## config.mk

```make
export PLATFORM = sky130hd
export DESIGN_NAME = positional_list_engine_unit
export DESIGN_NICKNAME = d
export VERILOG_FILES = /design/src/rtl/ple_pkg.sv /design/src/rtl/positional_list_engine_unit.sv /design/src/rtl/ple_dpath.sv /design/src/rtl/ple_ctrl.sv
export VERILOG_INCLUDE_DIRS = /design/src /design/src/rtl
export SDC_FILE = /design/constraint.sdc
export NUM_CORES = 2
export LEC_CHECK = 0
export BUFFER_PORTS_ARGS = -buffer_cell sky130_fd_sc_hd__buf_2
export CORE_UTILIZATION = 60
export CTS_BUF_LIST = sky130_fd_sc_hd__clkbuf_8
export CTS_CLUSTER_DIAMETER = 50
export CTS_CLUSTER_SIZE = 40
export DETAILED_ROUTE_END_ITERATION = 6
export PLACE_DENSITY = 0.8
export SYNTH_ARGS = -nofsm -noshare
export SYNTH_HDL_FRONTEND = slang
export SYNTH_HIERARCHICAL = 1
export SYNTH_SLANG_ARGS = --single-unit
```

## constraint.sdc

```tcl
create_clock -name clk -period 11.2 [get_ports clk]
set_input_delay 1.12 -clock clk [delete_from_list [all_inputs] [get_ports clk]]
set_output_delay 1.12 -clock clk [all_outputs]
set_load 0.05 [all_outputs]
```

## src/rtl/assert_macros.svh

```systemverilog
// Assertion macros shared by the list engine RTL.
`ifndef ASSERT_MACROS_SVH
`define ASSERT_MACROS_SVH

// Property must hold at every clock edge outside reset.
`define ASSERT_CLK(label, prop, msg) \
  label: assert property (@(posedge clk) disable iff (!rst_n) (prop)) else $error(msg);

// Condition must never be true outside reset.
`define ASSERT_NEVER(label, cond, msg) \
  label: assert property (@(posedge clk) disable iff (!rst_n) !(cond)) else $error(msg);

`endif

```

## src/rtl/ple_pkg.sv

```systemverilog
// Shared constants, codes and controller/datapath interface types for the list engine.
package ple_pkg;

  localparam int DEPTH      = 64;  // must be a power of two (circular addressing)
  localparam int DATA_WIDTH = 32;
  localparam int IDX_W      = $clog2(DEPTH);
  localparam int CNT_W      = $clog2(DEPTH + 1);
  localparam int OP_W       = 4;
  localparam int ST_W       = 2;
  localparam int POS_W      = 7;

  localparam logic [CNT_W-1:0] DEPTH_CNT = CNT_W'(DEPTH);

  localparam logic [OP_W-1:0] OP_PUSH_FRONT = 4'd0;
  localparam logic [OP_W-1:0] OP_PUSH_BACK  = 4'd1;
  localparam logic [OP_W-1:0] OP_POP_FRONT  = 4'd2;
  localparam logic [OP_W-1:0] OP_POP_BACK   = 4'd3;
  localparam logic [OP_W-1:0] OP_PEEK_ENDS  = 4'd4;
  localparam logic [OP_W-1:0] OP_READ       = 4'd5;
  localparam logic [OP_W-1:0] OP_WRITE      = 4'd6;
  localparam logic [OP_W-1:0] OP_INSERT     = 4'd7;
  localparam logic [OP_W-1:0] OP_DELETE     = 4'd8;
  localparam logic [OP_W-1:0] OP_SEARCH     = 4'd9;

  localparam logic [ST_W-1:0] ST_OK     = 2'd0;
  localparam logic [ST_W-1:0] ST_EMPTY  = 2'd1;
  localparam logic [ST_W-1:0] ST_FULL   = 2'd2;
  localparam logic [ST_W-1:0] ST_BADPOS = 2'd3;

  // Logical (front-relative) address sources for single accesses.
  typedef enum logic [2:0] {
    A_FIRST,
    A_LAST,
    A_POS,
    A_END,
    A_BEFORE
  } addr_sel_t;

  typedef struct packed {
    logic      load;
    logic      rd_en;
    addr_sel_t rd_sel;
    logic      wr_en;
    addr_sel_t wr_sel;
    logic      cap_dv;
    logic      cap_lv;
    logic      walk_start;
    logic      walk_step;
    logic      walk_use;
    logic      commit;
  } ctl_cmd_t;

  typedef struct packed {
    logic [OP_W-1:0] op;
    logic [ST_W-1:0] err;
    logic            cnt_zero;
    logic            walk_last;
  } dp_stat_t;

endpackage

```

## src/rtl/positional_list_engine_unit.sv

```systemverilog
// Top level of the positional list engine: controller plus datapath.
// Bounded list of up to 64 signed 32-bit words kept in a circular single-port-write
// memory with a registered read, so each transaction runs one at a time. Push
// front/back, write, failed commands, unused codes and a search of an empty list go
// from dispatch straight to commit; pop and read first capture one registered read,
// peek_ends two (first, then last element). The result is registered at commit.
// Insert, delete and search walk the affected elements through the memory one
// per cycle, then use the last read; insert ends with a write of the new value. That
// walk through the memory sets the rate. A new transaction is accepted while the
// previous result still waits at the output register; it then holds at its commit
// step until that result is taken.
module positional_list_engine_unit (
  input  logic                                  clk,
  input  logic                                  rst_n,
  input  logic                                  in_valid,
  output logic                                  in_stall,
  input  logic [ple_pkg::OP_W-1:0]              in_opcode,
  input  logic signed [ple_pkg::DATA_WIDTH-1:0] in_value,
  input  logic [ple_pkg::POS_W-1:0]             in_position,
  output logic                                  out_valid,
  input  logic                                  out_stall,
  output logic [ple_pkg::ST_W-1:0]              out_status,
  output logic signed [ple_pkg::DATA_WIDTH-1:0] out_data_value,
  output logic signed [ple_pkg::DATA_WIDTH-1:0] out_last_value,
  output logic [ple_pkg::POS_W-1:0]             out_found_position,
  output logic                                  out_found,
  output logic [ple_pkg::POS_W-1:0]             out_length
);
  import ple_pkg::*;

  ctl_cmd_t cmd;
  dp_stat_t stat;

  ple_ctrl u_ctrl (
    .clk       (clk),
    .rst_n     (rst_n),
    .in_valid  (in_valid),
    .in_stall  (in_stall),
    .out_valid (out_valid),
    .out_stall (out_stall),
    .stat      (stat),
    .cmd       (cmd)
  );

  ple_dpath u_dpath (
    .clk                (clk),
    .rst_n              (rst_n),
    .cmd                (cmd),
    .stat               (stat),
    .in_opcode          (in_opcode),
    .in_value           (in_value),
    .in_position        (in_position),
    .out_status         (out_status),
    .out_data_value     (out_data_value),
    .out_last_value     (out_last_value),
    .out_found_position (out_found_position),
    .out_found          (out_found),
    .out_length         (out_length)
  );

endmodule

```

## src/rtl/ple_dpath.sv

```systemverilog
// List engine datapath: circular element memory, pointers, walk index and result registers.
`include "assert_macros.svh"

module ple_dpath (
  input  logic                               clk,
  input  logic                               rst_n,
  input  ple_pkg::ctl_cmd_t                  cmd,
  output ple_pkg::dp_stat_t                  stat,
  input  logic [ple_pkg::OP_W-1:0]           in_opcode,
  input  logic signed [ple_pkg::DATA_WIDTH-1:0] in_value,
  input  logic [ple_pkg::POS_W-1:0]          in_position,
  output logic [ple_pkg::ST_W-1:0]           out_status,
  output logic signed [ple_pkg::DATA_WIDTH-1:0] out_data_value,
  output logic signed [ple_pkg::DATA_WIDTH-1:0] out_last_value,
  output logic [ple_pkg::POS_W-1:0]          out_found_position,
  output logic                               out_found,
  output logic [ple_pkg::POS_W-1:0]          out_length
);
  import ple_pkg::*;

  logic [DATA_WIDTH-1:0] mem [DEPTH];
  logic [DATA_WIDTH-1:0] rdata_r;

  logic [OP_W-1:0]       op_r;
  logic [DATA_WIDTH-1:0] sval_r;
  logic [POS_W-1:0]      pos_r;
  logic [IDX_W-1:0]      head_r, head_nxt;
  logic [CNT_W-1:0]      count_r, count_nxt;
  logic [IDX_W-1:0]      idx_r, prev_r;
  logic [DATA_WIDTH-1:0] dv_acc_r, lv_acc_r;
  logic [CNT_W-1:0]      fpos_acc_r;
  logic                  fnd_acc_r;

  logic [ST_W-1:0]       out_status_r;
  logic [DATA_WIDTH-1:0] out_dv_r, out_lv_r;
  logic [CNT_W-1:0]      out_fpos_r, out_len_r;
  logic                  out_fnd_r;

  logic [IDX_W-1:0] pos_idx, last_idx, rd_log, wr_log, walk_wr_log;
  logic [IDX_W-1:0] rd_phys, wr_phys;
  logic [DATA_WIDTH-1:0] wdata;
  logic [ST_W-1:0] err;
  logic pos_ok, full, empty, walk_up, walk_wr, mem_we, mem_rd, ok, sval_op;

  assign pos_idx  = IDX_W'(pos_r - POS_W'(1));
  assign last_idx = IDX_W'(count_r - CNT_W'(1));
  assign pos_ok   = (pos_r != '0) && (CNT_W'(pos_r) <= count_r);
  assign full     = (count_r == DEPTH_CNT);
  assign empty    = (count_r == '0);
  assign walk_up  = (op_r != OP_INSERT);

  always_comb begin
    case (op_r)
      OP_PUSH_FRONT, OP_PUSH_BACK:          err = full ? ST_FULL : ST_OK;
      OP_POP_FRONT, OP_POP_BACK, OP_PEEK_ENDS: err = empty ? ST_EMPTY : ST_OK;
      OP_READ, OP_WRITE, OP_DELETE:         err = pos_ok ? ST_OK : ST_BADPOS;
      OP_INSERT:  err = !pos_ok ? ST_BADPOS : (full ? ST_FULL : ST_OK);
      default:    err = ST_OK;
    endcase
  end

  assign stat.op        = op_r;
  assign stat.err       = err;
  assign stat.cnt_zero  = empty;
  assign stat.walk_last = walk_up ? (idx_r == last_idx) : (idx_r == pos_idx);

  always_comb begin
    case (cmd.rd_sel)
      A_FIRST:  rd_log = '0;
      A_LAST:   rd_log = last_idx;
      A_POS:    rd_log = pos_idx;
      A_END:    rd_log = IDX_W'(count_r);
      A_BEFORE: rd_log = '1;
      default:  rd_log = '0;
    endcase
  end

  always_comb begin
    case (cmd.wr_sel)
      A_FIRST:  wr_log = '0;
      A_LAST:   wr_log = last_idx;
      A_POS:    wr_log = pos_idx;
      A_END:    wr_log = IDX_W'(count_r);
      A_BEFORE: wr_log = '1;
      default:  wr_log = '0;
    endcase
  end

  // Shift moves: insert copies each element one place back, delete one place forward.
  // For delete the first element read is the one removed, so it is not written.
  assign walk_wr = cmd.walk_use &&
                   ((op_r == OP_INSERT) || ((op_r == OP_DELETE) && (prev_r != pos_idx)));
  assign walk_wr_log = (op_r == OP_INSERT) ? prev_r + IDX_W'(1) : prev_r - IDX_W'(1);

  assign wr_phys = head_r + (walk_wr ? walk_wr_log : wr_log);
  assign rd_phys = head_r + (cmd.walk_step ? idx_r : rd_log);
  assign wdata   = walk_wr ? rdata_r : sval_r;
  assign mem_we  = cmd.wr_en || walk_wr;
  assign mem_rd  = cmd.rd_en || cmd.walk_step;

  always_ff @(posedge clk) begin
    if (mem_we) begin
      mem[wr_phys] <= wdata;
    end
    if (mem_rd) begin
      rdata_r <= mem[rd_phys];
    end
  end

  assign ok      = (err == ST_OK);
  assign sval_op = (op_r == OP_PUSH_FRONT) || (op_r == OP_PUSH_BACK) ||
                   (op_r == OP_WRITE) || (op_r == OP_INSERT);

  always_comb begin
    head_nxt  = head_r;
    count_nxt = count_r;
    if (ok) begin
      case (op_r)
        OP_PUSH_FRONT: begin
          head_nxt  = head_r - IDX_W'(1);
          count_nxt = count_r + CNT_W'(1);
        end
        OP_PUSH_BACK, OP_INSERT: count_nxt = count_r + CNT_W'(1);
        OP_POP_FRONT: begin
          head_nxt  = head_r + IDX_W'(1);
          count_nxt = count_r - CNT_W'(1);
        end
        OP_POP_BACK, OP_DELETE: count_nxt = count_r - CNT_W'(1);
        default: ;
      endcase
    end
  end

  always_ff @(posedge clk) begin
    if (!rst_n) begin
      head_r  <= '0;
      count_r <= '0;
    end else if (cmd.commit) begin
      head_r  <= head_nxt;
      count_r <= count_nxt;
    end
  end

  always_ff @(posedge clk) begin
    if (cmd.load) begin
      op_r       <= in_opcode;
      sval_r     <= in_value;
      pos_r      <= in_position;
      dv_acc_r   <= '0;
      lv_acc_r   <= '0;
      fpos_acc_r <= '0;
      fnd_acc_r  <= 1'b0;
    end
    if (cmd.walk_start) begin
      case (op_r)
        OP_INSERT: idx_r <= last_idx;
        OP_DELETE: idx_r <= pos_idx;
        default:   idx_r <= '0;
      endcase
    end
    if (cmd.walk_step) begin
      idx_r  <= walk_up ? idx_r + IDX_W'(1) : idx_r - IDX_W'(1);
      prev_r <= idx_r;
    end
    if (cmd.cap_dv) begin
      dv_acc_r <= rdata_r;
    end
    if (cmd.cap_lv) begin
      lv_acc_r <= rdata_r;
    end
    if (cmd.walk_use) begin
      if ((op_r == OP_DELETE) && (prev_r == pos_idx)) begin
        dv_acc_r <= rdata_r;
      end
      // ascending walk, so a later match overwrites an earlier one
      if ((op_r == OP_SEARCH) && (rdata_r == sval_r)) begin
        fpos_acc_r <= CNT_W'(prev_r) + CNT_W'(1);
        fnd_acc_r  <= 1'b1;
      end
    end
    if (cmd.commit) begin
      out_status_r <= err;
      out_dv_r     <= (ok && sval_op) ? sval_r : dv_acc_r;
      out_lv_r     <= lv_acc_r;
      out_fpos_r   <= fpos_acc_r;
      out_fnd_r    <= fnd_acc_r;
      out_len_r    <= count_nxt;
    end
  end

  assign out_status         = out_status_r;
  assign out_data_value     = out_dv_r;
  assign out_last_value     = out_lv_r;
  assign out_found_position = POS_W'(out_fpos_r);
  assign out_found          = out_fnd_r;
  assign out_length         = POS_W'(out_len_r);

  `ASSERT_NEVER(a_count_range, count_r > DEPTH_CNT, "element count above depth")
  `ASSERT_NEVER(a_write_clash, cmd.wr_en && walk_wr, "two writes to element memory in one cycle")

endmodule

```

## src/rtl/ple_ctrl.sv

```systemverilog
// List engine controller: sequences each transaction and owns both handshakes.
`include "assert_macros.svh"

module ple_ctrl (
  input  logic                 clk,
  input  logic                 rst_n,
  input  logic                 in_valid,
  output logic                 in_stall,
  output logic                 out_valid,
  input  logic                 out_stall,
  input  ple_pkg::dp_stat_t    stat,
  output ple_pkg::ctl_cmd_t    cmd
);
  import ple_pkg::*;

  typedef enum logic [2:0] {
    S_IDLE,
    S_DISPATCH,
    S_RDATA,
    S_RLAST,
    S_WALK,
    S_DRAIN,
    S_INS_WR,
    S_COMMIT
  } state_t;

  state_t state_r, state_nxt;
  logic   out_valid_r, out_valid_nxt;
  logic   pend_r, pend_nxt;  // a walk read is in flight

  assign in_stall  = (state_r != S_IDLE);
  assign out_valid = out_valid_r;

  always_comb begin
    cmd           = '0;
    state_nxt     = state_r;
    pend_nxt      = pend_r;
    out_valid_nxt = out_valid_r && out_stall;
    case (state_r)
      S_IDLE: begin
        if (in_valid) begin
          cmd.load  = 1'b1;
          state_nxt = S_DISPATCH;
        end
      end
      S_DISPATCH: begin
        state_nxt = S_COMMIT;
        if (stat.err == ST_OK) begin
          case (stat.op)
            OP_PUSH_FRONT: begin
              cmd.wr_en  = 1'b1;
              cmd.wr_sel = A_BEFORE;
            end
            OP_PUSH_BACK: begin
              cmd.wr_en  = 1'b1;
              cmd.wr_sel = A_END;
            end
            OP_WRITE: begin
              cmd.wr_en  = 1'b1;
              cmd.wr_sel = A_POS;
            end
            OP_POP_FRONT, OP_PEEK_ENDS: begin
              cmd.rd_en  = 1'b1;
              cmd.rd_sel = A_FIRST;
              state_nxt  = S_RDATA;
            end
            OP_POP_BACK: begin
              cmd.rd_en  = 1'b1;
              cmd.rd_sel = A_LAST;
              state_nxt  = S_RDATA;
            end
            OP_READ: begin
              cmd.rd_en  = 1'b1;
              cmd.rd_sel = A_POS;
              state_nxt  = S_RDATA;
            end
            OP_INSERT, OP_DELETE: begin
              cmd.walk_start = 1'b1;
              state_nxt      = S_WALK;
            end
            OP_SEARCH: begin
              if (!stat.cnt_zero) begin
                cmd.walk_start = 1'b1;
                state_nxt      = S_WALK;
              end
            end
            default: ;
          endcase
        end
      end
      S_RDATA: begin
        cmd.cap_dv = 1'b1;
        if (stat.op == OP_PEEK_ENDS) begin
          cmd.rd_en  = 1'b1;
          cmd.rd_sel = A_LAST;
          state_nxt  = S_RLAST;
        end else begin
          state_nxt = S_COMMIT;
        end
      end
      S_RLAST: begin
        cmd.cap_lv = 1'b1;
        state_nxt  = S_COMMIT;
      end
      S_WALK: begin
        cmd.walk_step = 1'b1;
        cmd.walk_use  = pend_r;
        pend_nxt      = 1'b1;
        if (stat.walk_last) begin
          state_nxt = S_DRAIN;
        end
      end
      S_DRAIN: begin
        cmd.walk_use = 1'b1;
        pend_nxt     = 1'b0;
        state_nxt    = (stat.op == OP_INSERT) ? S_INS_WR : S_COMMIT;
      end
      S_INS_WR: begin
        cmd.wr_en  = 1'b1;
        cmd.wr_sel = A_POS;
        state_nxt  = S_COMMIT;
      end
      S_COMMIT: begin
        if (!out_valid_r || !out_stall) begin
          cmd.commit    = 1'b1;
          out_valid_nxt = 1'b1;
          state_nxt     = S_IDLE;
        end
      end
      default: state_nxt = S_IDLE;
    endcase
  end

  always_ff @(posedge clk) begin
    if (!rst_n) begin
      state_r     <= S_IDLE;
      out_valid_r <= 1'b0;
      pend_r      <= 1'b0;
    end else begin
      state_r     <= state_nxt;
      out_valid_r <= out_valid_nxt;
      pend_r      <= pend_nxt;
    end
  end

  `ASSERT_NEVER(a_no_overwrite, cmd.commit && out_valid_r && out_stall, "result overwritten while held")
  `ASSERT_CLK(a_pend_in_walk, pend_r |-> (state_r == S_WALK || state_r == S_DRAIN), "walk read pending outside walk")

endmodule

```

==> results by stage <==
Clock tree:
- The clock drives 2306 sinks.
- Once the clock tree was built, the resizer swapped 0 gates to a different size.
- The H-tree generated during clock tree synthesis spans 4 levels.
- The clock tree buffer depth is 3.
- The cell chosen for the clock root is sky130_fd_sc_hd__clkbuf_8.
- The TritonCTS clock tree is done.
- The clock buffer count from CTS is 148.
- The worst-skew pair later-pin latency is 0.97 ns.
- The clock transition at the register clock pins on the worst setup and hold paths after CTS is 0.13 ns.
- The number of setup buffers added after CTS is 0.
- The hold buffer count at cts is 0.

Floorplanning:
- The floorplan has 142 rows.
- The number of ports placed on the die boundary is 130.
- The die covers 153000 sq um.
- After floorplanning, the core was sized to cover 150000 sq um.
- The die is 391 um tall.
- The starting utilization of the core area is 0.605.
- The x dimension of the die is 391 um.

Yosys:
- For this run, the leading register cell type out of synthesis is sky130_fd_sc_hd__edfxtp_1.
- The synthesized area per cell is 22.0 sq um.
- The share of synthesized area in the top cell type comes to 0.744.
- In the post-synthesis netlist, the cell with the most instances is sky130_fd_sc_hd__edfxtp_1.
- The post-synthesis cell count is 4122.
- For this run, the register share of the synthesized area comes to 0.757.
- Sorting the synthesized cells by how often they occur yields 2248 x sky130_fd_sc_hd__edfxtp_1, 640 x sky130_fd_sc_hd__mux4_2, 137 x sky130_fd_sc_hd__nand2_1, 136 x sky130_fd_sc_hd__clkbuf_1, 113 x sky130_fd_sc_hd__nor2_1.
- sky130_fd_sc_hd__edfxtp_1 takes more of the synthesized area than any other cell.
- The synthesized net count is 4209.
- The number of flops mapped to enable cells by yosys is 2248.
- The total of warnings raised by yosys is 6.
- The number of distinct library cells after synthesis is 77.
- Yosys attributes the largest share of cell area to sky130_fd_sc_hd__edfxtp_1 74%, sky130_fd_sc_hd__mux4_2 16%, sky130_fd_sc_hd__dfxtp_1 1.3%.
- Summing every instance area after synthesis gives 90700 sq um.
- The async set-reset flop share out of synthesis is 0.
- In this run, synthesis produced a sequential element count of 2306.

STA:
- The actual slew at the worst max-slew pin is 1.42 ns.
- The sum of negative setup slack is 0 ns.
- Setup repair after global routing left no endpoint under its margin.
- The highest clock rate is 108 MHz.
- The final-report hold violation count is 0.
- The max-slew violation total from the final report is 0.
- Across the routed clock network, the largest skew measured is 0.0502 ns.
- The share of the cycle needed by the critical path after routing is 0.826.
- The relative slew slack is 0.0504.
- Setup violations remaining at the end of the flow were counted as 0.
- After layout, the minimum clock period comes to 9.25 ns.

Pwr:
- IR analysis of the VDD net gives a maximum drop of 0.000110 V.
- Of the total power, combinational logic draws 0.184.
- The overall power consumption is 17900 uW.
- Of the total power, the clock network draws 0.254.
- In this run the power density over the cells is 182 nW/um^2.
- The internal portion of total power is 12900 uW.
- The net switching power of the design is 4990 uW.
- The sequential share of power is 0.562.
- The leakage power of the design is 0.0304 uW.
- Of the total power, the share spent switching nets is 0.280.

Global routing:
- The overall track demand over capacity in global routing is 0.288.
- Global routing finished with a remaining overflow of 0.
- The global-route wire length before repair is 307000 um.
- The initial antenna violation count is 9.
- The largest net degree at the start of global routing is 123.
- The number of global-route vias before repair is 43600.

Job:
- The count of max-cap constraint violations is 0.

Cells and area:
- In the final layout, the share of cells above drive strength 1 is 0.300.
- In the final design database the tool counted 4394 nets.
- The area growth from synthesis to final layout is 8.12%.
- The number of standard cells in the final layout excluding fillers is 6454.
- The layout has 9183 filler cells.

Placement:
- The placed cell count is 6173.
- Once detailed placement completed, the half-perimeter wirelength came to 120000 um.
- The final weighted congestion in routability-driven placement is 0.852.
- Port buffering added 129 buffers.

Critical path:
- STA puts the critical path data required time at 11.88 ns.
- The highest net fanout along the worst path is 78.
- In this run the worst setup path terminates at u_dpath/rdata_r[15]$_DFFE_PP_.
- STA classifies the critical path endpoint as a register.
- The logic depth of the worst register-to-register path is 24.
- The critical path is of the reg -> reg type.
- For flop-to-flop paths, the worst setup slack is 1.95 ns.
- The startpoint identified for the worst register-to-register timing path is u_dpath/count_r[4]$_SDFFE_PN0P_.
- The start point of the critical path is u_dpath/count_r[4]$_SDFFE_PN0P_.
- The critical path arrival is 9.93 ns.
- The endpoint of the lowest-slack register-to-register path is u_dpath/rdata_r[15]$_DFFE_PP_.
- The type of element launching the critical path is a register.

Detailed routing:
- The via density per instance is 6.75.
- Once detail routing completed, the nets flagged for antenna violations numbered 0.
- Wires add up to 216000 um.
- The number of DRC violations after detailed routing is 0.
- The total number of vias is 43500.
- After the first detailed-routing iteration, the DRC count stood at 6467.
- The first-pass iteration count of the detailed router is 5.
- The average wire per cell in the routed design is 33.5 um.

Worst hold path:
- The class of the tightest hold or removal check is in -> reg.

Status:
- The flow ran to the end, and the final reports show no timing, DRC or antenna violations.
layout by cell type, fill, tap and decap left out, drive strengths merged, types with 7 or more instances in the layout:
| master | Yosys | routed |
|---|---|---|
| nand2b | 13 | 13 |
| mux2 | 74 | 74 |
| buf | 84 | 255 |
| ha | 35 | 35 |
| a21o | 16 | 16 |
| o22ai | 13 | 13 |
| xor2 | 17 | 17 |
| nor2b | 13 | 13 |
| dfxtp | 58 | 58 |
| or3 | 8 | 8 |
| mux2i | 108 | 108 |
| xnor2 | 74 | 74 |
| nor3 | 20 | 20 |
| clkinvlp | 0 | 20 |
| nand2 | 137 | 137 |
| o21ai | 71 | 71 |
| a211oi | 8 | 8 |
| nor3b | 10 | 10 |
| a21oi | 47 | 47 |
| nor2 | 114 | 114 |
| edfxtp | 2248 | 2248 |
| mux4 | 640 | 640 |
| inv | 26 | 90 |
| nand4 | 14 | 14 |
| nor4 | 7 | 7 |
| and2 | 37 | 37 |
| bufinv | 0 | 8 |
| nand3 | 18 | 18 |
| clkbuf | 136 | 153 |
| clkinv | 1 | 33 |
power by group through the flow:
stage	Combinational (uW)	Clock, uW	Sequential [uW]
CTS	3280	4570	10000
detailed placement	3270	0	10200
global placement	3180	0	10200
finish	3290	4530	10000
global route	3430	4840	10000
floorplan	2180	0	10100
how the worst min path moves through the flow:
stage	startpoint	slack [ns]	cells past startpoint	endpoint
floorplan	u_dpath/fpos_acc_r[6]$_DFF_P_	0.40	0	u_dpath/out_found_position[6]$_DFFE_PP_
global route	in_value[21]	0.29	1	u_dpath/sval_r[21]$_DFFE_PP_
CTS	in_value[13]	0.23	1	u_dpath/sval_r[13]$_DFFE_PP_
global placement	u_dpath/lv_acc_r[27]$_SDFFCE_PN0P_	0.40	0	u_dpath/out_last_value[27]$_DFFE_PP_
finish	in_value[13]	0.33	1	u_dpath/sval_r[13]$_DFFE_PP_
detailed placement	u_dpath/lv_acc_r[15]$_SDFFCE_PN0P_	0.40	0	u_dpath/out_last_value[15]$_DFFE_PP_
metal layers:
metal	GRT usage	up-vias	wire (um)
li1	-	17500	-
met2	0.451	2813	103000
met4	0.111	4	9030
met5	0	-	27
met3	0.0681	367	27800
met1	0.398	22800	76700
kinds of logic (layout without fill, tap and decap cells):
kind of cell,count (synthesis),after routing,share of synthesized area
buffers and inverters,247,559,0.0115
flip-flops,2306,2306,0.757
multiplexers,822,822,0.180
other,1,5,0.0000414
AO/OA/AOI/OAI,200,200,0.0139
XOR/XNOR,91,91,0.00895
AND/OR/NAND/NOR,415,415,0.0225
adder cells (fa/ha/maj),40,40,0.00593
registers in the layout (all words and copies together) (netlist names):
signal                      cells
u_dpath/out_data_value         32
u_dpath/out_found_position      7
u_dpath/out_length              7
u_dpath/rdata_r                32
u_dpath/out_last_value         32
u_ctrl/pend_r                   1
u_dpath/out_found               1
u_dpath/head_r                  6
u_dpath/dv_acc_r               32
u_dpath/lv_acc_r               32
u_dpath/out_status              2
u_dpath/sval_r                 32
u_dpath/idx_r                   6
u_dpath/fnd_acc_r               1
u_dpath/count_r                 7
u_ctrl/out_valid                1
u_dpath/prev_r                  6
u_dpath/mem                  2048
u_ctrl/state_r                  3
u_dpath/fpos_acc_r              7
u_dpath/op_r                    4
u_dpath/pos_r                   7
cell type report:
| cell class | count | area, sq um | area share |
|---|---|---|---|
| sequential | 2306 | 68700 | 0.700 |
| antenna | 4 | 10.0 | 0.000102 |
| multi-input combinational | 1569 | 21600 | 0.220 |
| inverter | 27 | 101 | 0.00103 |
| clock inverter | 124 | 1350 | 0.0138 |
| tap | 2016 | 2520 | 0.0257 |
| timing repair buffer | 255 | 1740 | 0.0178 |
| clock buffer | 153 | 2110 | 0.0215 |
per-stage QoR:
stage / area, sq um / hold slack [ns] / setup WS [ns] / util
CTS: 98000 / 0.235 / 2.07 / 0.654
global route: 98000 / 0.286 / 1.68 / 0.654
detailed placement: 94600 / 0.405 / 2.11 / 0.631
global placement: 94600 / 0.402 / 2.09 / 0.631
finish: 98100 / 0.327 / 1.95 / 0.654
floorplan: 90700 / 0.400 / 2.77 / -
worst max-delay path, stage by stage, from the launching register on:
cell and delay (ns):
sky130_fd_sc_hd__dfxtp_1 0.56, sky130_fd_sc_hd__inv_1 0.21, sky130_fd_sc_hd__ha_1 0.23, sky130_fd_sc_hd__a21o_1 0.17, sky130_fd_sc_hd__a21oi_1 0.19, sky130_fd_sc_hd__inv_1 0.08, sky130_fd_sc_hd__o31ai_1 0.33, sky130_fd_sc_hd__a21oi_1 0.14
sky130_fd_sc_hd__o21bai_1 0.20, sky130_fd_sc_hd__or3_4 0.40, sky130_fd_sc_hd__or3_4 0.42, sky130_fd_sc_hd__nor3_2 0.61, sky130_fd_sc_hd__nor2b_1 0.31, sky130_fd_sc_hd__a22oi_1 0.14, sky130_fd_sc_hd__o21a_1 0.21, sky130_fd_sc_hd__o21ai_0 0.27
sky130_fd_sc_hd__ha_4 0.20, sky130_fd_sc_hd__inv_1 0.05, sky130_fd_sc_hd__fa_4 1.30, sky130_fd_sc_hd__buf_12 0.47, sky130_fd_sc_hd__buf_4 0.54, sky130_fd_sc_hd__mux4_2 0.41, sky130_fd_sc_hd__mux4_2 0.56, sky130_fd_sc_hd__mux2i_1 0.68
sky130_fd_sc_hd__mux2i_1 0.18
No activity file was read; power rests on OpenSTA's default activity.
